===== config.mk =====
export PLATFORM = sky130hd
export DESIGN_NAME = psbc_bounce
export DESIGN_NICKNAME = d
export VERILOG_FILES = /design/src/sv/psbc_pkg.sv /design/src/sv/psbc_bounce.sv
export SDC_FILE = /design/constraint.sdc
export NUM_CORES = 2
export LEC_CHECK = 0
export BUFFER_PORTS_ARGS = -buffer_cell sky130_fd_sc_hd__buf_2
export CAP_MARGIN = 20
export CORE_MARGIN = 4
export CORE_UTILIZATION = 55
export DETAILED_ROUTE_END_ITERATION = 10
export PLACE_DENSITY = 0.74
export SLEW_MARGIN = 15
export SYNTH_ARGS = -nofsm -noshare
export SYNTH_HDL_FRONTEND = slang
export SYNTH_SLANG_ARGS = --single-unit

===== constraint.sdc =====
create_clock -name clk -period 27.5 [get_ports clk]
set_input_delay 2.75 -clock clk [delete_from_list [all_inputs] [get_ports clk]]
set_output_delay 2.75 -clock clk [all_outputs]
set_load 0.01 [all_outputs]

===== src/sv/psbc_pkg.sv =====
// ----------------------------------------------------------------------------
// psbc_pkg
// Shared constants, register indexes, control struct and saturation helpers
// for the particle step and box collision pipeline.
// ----------------------------------------------------------------------------
`default_nettype none

package psbc_pkg;

  localparam int FRAC_BITS   = 16;  // Q16.16 values
  localparam int FACTOR_BITS = 16;  // Q1.16 factors
  localparam int VAL_W       = 32;
  localparam int AGE_W       = 31;
  localparam int FACT_W      = 17;
  localparam int PROD_W      = 49;  // value times factor, signed
  localparam int DTP_W       = 63;  // value times dt, signed

  localparam int CFG_IDX_W   = 3;
  localparam int CFG_DATA_W  = 32;

  localparam logic [CFG_IDX_W-1:0] REG_GRAVITY  = 3'd0;
  localparam logic [CFG_IDX_W-1:0] REG_DRAG     = 3'd1;
  localparam logic [CFG_IDX_W-1:0] REG_DAMPING  = 3'd2;
  localparam logic [CFG_IDX_W-1:0] REG_ORIGIN_X = 3'd3;
  localparam logic [CFG_IDX_W-1:0] REG_ORIGIN_Y = 3'd4;
  localparam logic [CFG_IDX_W-1:0] REG_LENGTH   = 3'd5;
  localparam logic [CFG_IDX_W-1:0] REG_HEIGHT   = 3'd6;

  localparam logic [FACT_W-1:0] FACTOR_ONE = 17'd65536;

  // per-particle side information carried down the pipe
  typedef struct packed {
    logic [VAL_W-1:0] pos_x;       // clamped position, signed
    logic [VAL_W-1:0] pos_y;
    logic             hit_edge_x;
    logic             hit_zero_x;
    logic             hit_edge_y;
    logic             hit_zero_y;
    logic             alive;
    logic [AGE_W-1:0] dt;
    logic [AGE_W-1:0] new_age;
    logic [AGE_W-1:0] life;
  } ctl_t;

  function automatic logic signed [VAL_W-1:0] sat32(input logic signed [63:0] v);
    logic signed [VAL_W-1:0] r;
    if (v > 64'sd2147483647) begin
      r = 32'sh7FFFFFFF;
    end else if (v < -64'sd2147483648) begin
      r = 32'sh80000000;
    end else begin
      r = v[VAL_W-1:0];
    end
    return r;
  endfunction

  // value times Q1.16 factor, floor shift, saturate
  function automatic logic signed [VAL_W-1:0] sat_prod(
    input logic signed [PROD_W-1:0] p
  );
    logic signed [63:0] w;
    w = 64'(p) >>> FACTOR_BITS;
    return sat32(w);
  endfunction

endpackage

`default_nettype wire


===== src/sv/psbc_bounce.sv =====
// ----------------------------------------------------------------------------
// psbc_bounce
// One wall stage for one axis: resolve the pending product (or pass the
// previous value on when take is low), then form the damped reflection product of the result.
// ----------------------------------------------------------------------------
`default_nettype none

module psbc_bounce (
  input  wire logic                               clk,
  input  wire logic                               en,
  input  wire logic                               take,
  input  wire logic signed [psbc_pkg::PROD_W-1:0] prod_in,
  input  wire logic signed [psbc_pkg::VAL_W-1:0]  prev_in,
  input  wire logic        [psbc_pkg::FACT_W-1:0] damping,
  output logic signed      [psbc_pkg::VAL_W-1:0]  val_out,
  output logic signed      [psbc_pkg::PROD_W-1:0] prod_out
);

  logic signed [psbc_pkg::VAL_W-1:0] val;
  logic signed [psbc_pkg::VAL_W:0]   neg;
  logic signed [50:0]                full;

  assign val  = take ? psbc_pkg::sat_prod(prod_in) : prev_in;
  assign neg  = -(33'(val));  // exact, -(-2^31) fits
  assign full = neg * $signed({1'b0, damping});

  always_ff @(posedge clk) begin
    if (en) begin
      val_out  <= val;
      prod_out <= full[psbc_pkg::PROD_W-1:0];
    end
  end

endmodule

`default_nettype wire


==> flow_summary.toml <==
[detailed_routing]
drt_wl_total_um = 55390
vias = 16440
ant_nets = 0
firstDrtPassIters = 5
viasPerCell = 5.339
drtIter0Drc = 888
remaining_drc_errors = 0
wl_per_cell_um = 17.99

[cts]
clk_pin_slew_ns = 0.08
numCtsBuffers = 9
hold_buffers = 0
clock-sinks = 81
htreeDepth = 3
clockRootBuffer = "clkbuf_16"
post_cts_buffers = 0
cts_tree = "done"
cts_resized = 0
max-clock-path-buffers = 2

[yosys]
yosysWarnings = 0
synth-seq-cells = 81
synth_top_flop_cell = "edfxtp_1"
seq_area_frac_synth = 0.1050
synth_edf_count = 81
synth_cell_types = 65
syn_avg_cell_area_um2 = 9.491
netlist_area_um2 = 23160
synth-async-reset-ratio = 0
synth_cells = 2440
syn_nets = 3181

[job]
cap_violations = 0

[place]
portBuffers = 165
hpwlAfterDp_um = 43860
place_congestion = 0.8599
place_area_um2 = 24480

[grt]
antenna_found_initial = 0
grt_pass1_wl_um = 93750
grt_overflow = 0
grt.total_usage = 0.2630
grt_max_degree = 47
grt_pass1_vias = 18740

[sta]
setup_tns_ns = 0
worst_pin_slew_ns = 1.139
fin_crit_ns = 13.02
finalCritPeriodShare = 0.4734
max_freq_mhz = 76.81
hold_viol = 0
slew_headroom = 0.2370
maxSlewViolCount = 0
rsz0062_at_grt = "no"
finalSetupViolations = 0

[floorplanning]
io_pins = 182
design.core.area_um2 = 41200
die_area_um2 = 45450
die_h_um = 213.2
initial_core_util = 0.5620
rows = 74
fp.dieW_um = 213.2

[layout]
fill_cells = 3402
layout_common_cells = "647 x inv_1, 524 x fa_1, 314 x and2_1"
mostFrequentLayoutCell = "inv_1"
drive_gt1_frac = 0.09623
design_area_um2 = 24800
syn2layout_area_growth_pct = 7.072
nets = 3282

[critical_path]
path_class = "input port to flip-flop"
crit_path_max_incr_delay_ns = 0.82
cp.required_ns = 27.65
slowest_stage = "xnor2_2"
cp_common_cell = "fa_1"
cp_max_fo = 36
endpoint_kind = "flip-flop"
worst_setup_path_start_kind = "input port"
critical_path_arrival_ns = 13.16

[run_status]
outcome = "complete, no violations"

[hold_path]
holdCritPathClass = "input port to flip-flop"
-- cell families (layout without fill, tap and decap cells) --
logic type / count (synthesis) / in the layout / share of synthesized area
simple gates: 709 / 709 / 0.1664
buf+inv: 749 / 855 / 0.1241
compound gates: 149 / 149 / 0.04322
mux: 13 / 13 / 0.006538
xor+xnor: 86 / 86 / 0.03334
fa+ha+maj: 653 / 653 / 0.5213
other cells: 0 / 1 / 0
flops: 81 / 81 / 0.1050
-- flip-flops by register name, summed over array words and instances, names as in the netlist --
register  flops
prod_out     49
val_out      32
-- worst max-delay path, delay by kind of cell --
| kind | cells | cell delay (ns) |
|---|---|---|
| adders and majority gates | 7 | 3.46 |
| and+or+nand+nor | 6 | 1.89 |
| AOI/OAI and AO/OA | 9 | 2.92 |
| buffers and inverters | 6 | 1.11 |
| xor gates and xnor gates | 2 | 0.99 |
-- area by class of cell --
cell class              count  area [um2]  share of cell area
multi-input cells        1610       17940              0.7237
diodes                      1       2.502           0.0001009
inverters                 647        2429             0.09795
clock buffers               9       225.2            0.009083
repair buffers            192        1035             0.04173
well taps                 532       665.6             0.02685
clock inverters             7       61.31            0.002473
flip-flops and latches     81        2432             0.09810
-- final timing paths --
check / start / endpoint / slack (ns) / cells after the start
max: take / prod_out[47]$_DFFE_PP_ / 14.48 / 30
min: prev_in[31] / val_out[31]$_DFFE_PP_ / 2.71 / 3
-- synth_stat cells, types with 5 or more instances --
cell	count	area (um2)
inv_1	647	2429
fa_1	524	10490
and2_1	314	1964
nand2_1	207	777.0
ha_1	116	1451
clkbuf_1	85	319.1
edfxtp_1	81	2432
xnor2_1	66	578.1
nor2b_1	57	356.6
nor2_1	42	157.7
a21oi_1	41	205.2
nand2b_1	30	187.7
o21ai_0	22	110.1
a21o_1	20	150.1
xor2_1	19	166.4
nand3_1	13	65.06
maj3_1	12	120.1
nor3_1	12	60.06
o211ai_1	10	75.07
mux2_2	9	101.4
a21boi_0	8	60.06
buf_2	8	40.04
o21bai_1	6	45.04
o31ai_1	6	45.04
a31oi_1	5	31.28
buf_6	5	56.30
nand4_1	5	31.28
o31a_1	5	43.79
or3_1	5	31.28
-- stage by stage --
stage | util | instances | hold slack (ns) | setup WS, ns
2_1_floorplan | - | 2440 | 2.863 | 16.26
3_3_place_gp | 0.5942 | 3061 | 3.103 | 14.19
3_5_place_dp | 0.5942 | 3061 | 3.112 | 14.13
4_1_cts | 0.6012 | 3077 | 2.689 | 14.56
5_1_grt | 0.6017 | 3078 | 2.722 | 13.94
6_report | 0.6018 | 3079 | 2.708 | 14.48
-- metal layers --
layer / vias to the layer above / track usage / part of all wire
met5: - / 0 / 0
met4: 0 / 0.1101 / 0.040
met3: 160 / 0.04643 / 0.058
met2: 499 / 0.4694 / 0.52
met1: 8474 / 0.3155 / 0.38
li1: 7306 / - / -
Power is left out: the tool's default activity adds up to more than one toggle a clock period on the data nets, which glitch-free logic cannot reach.
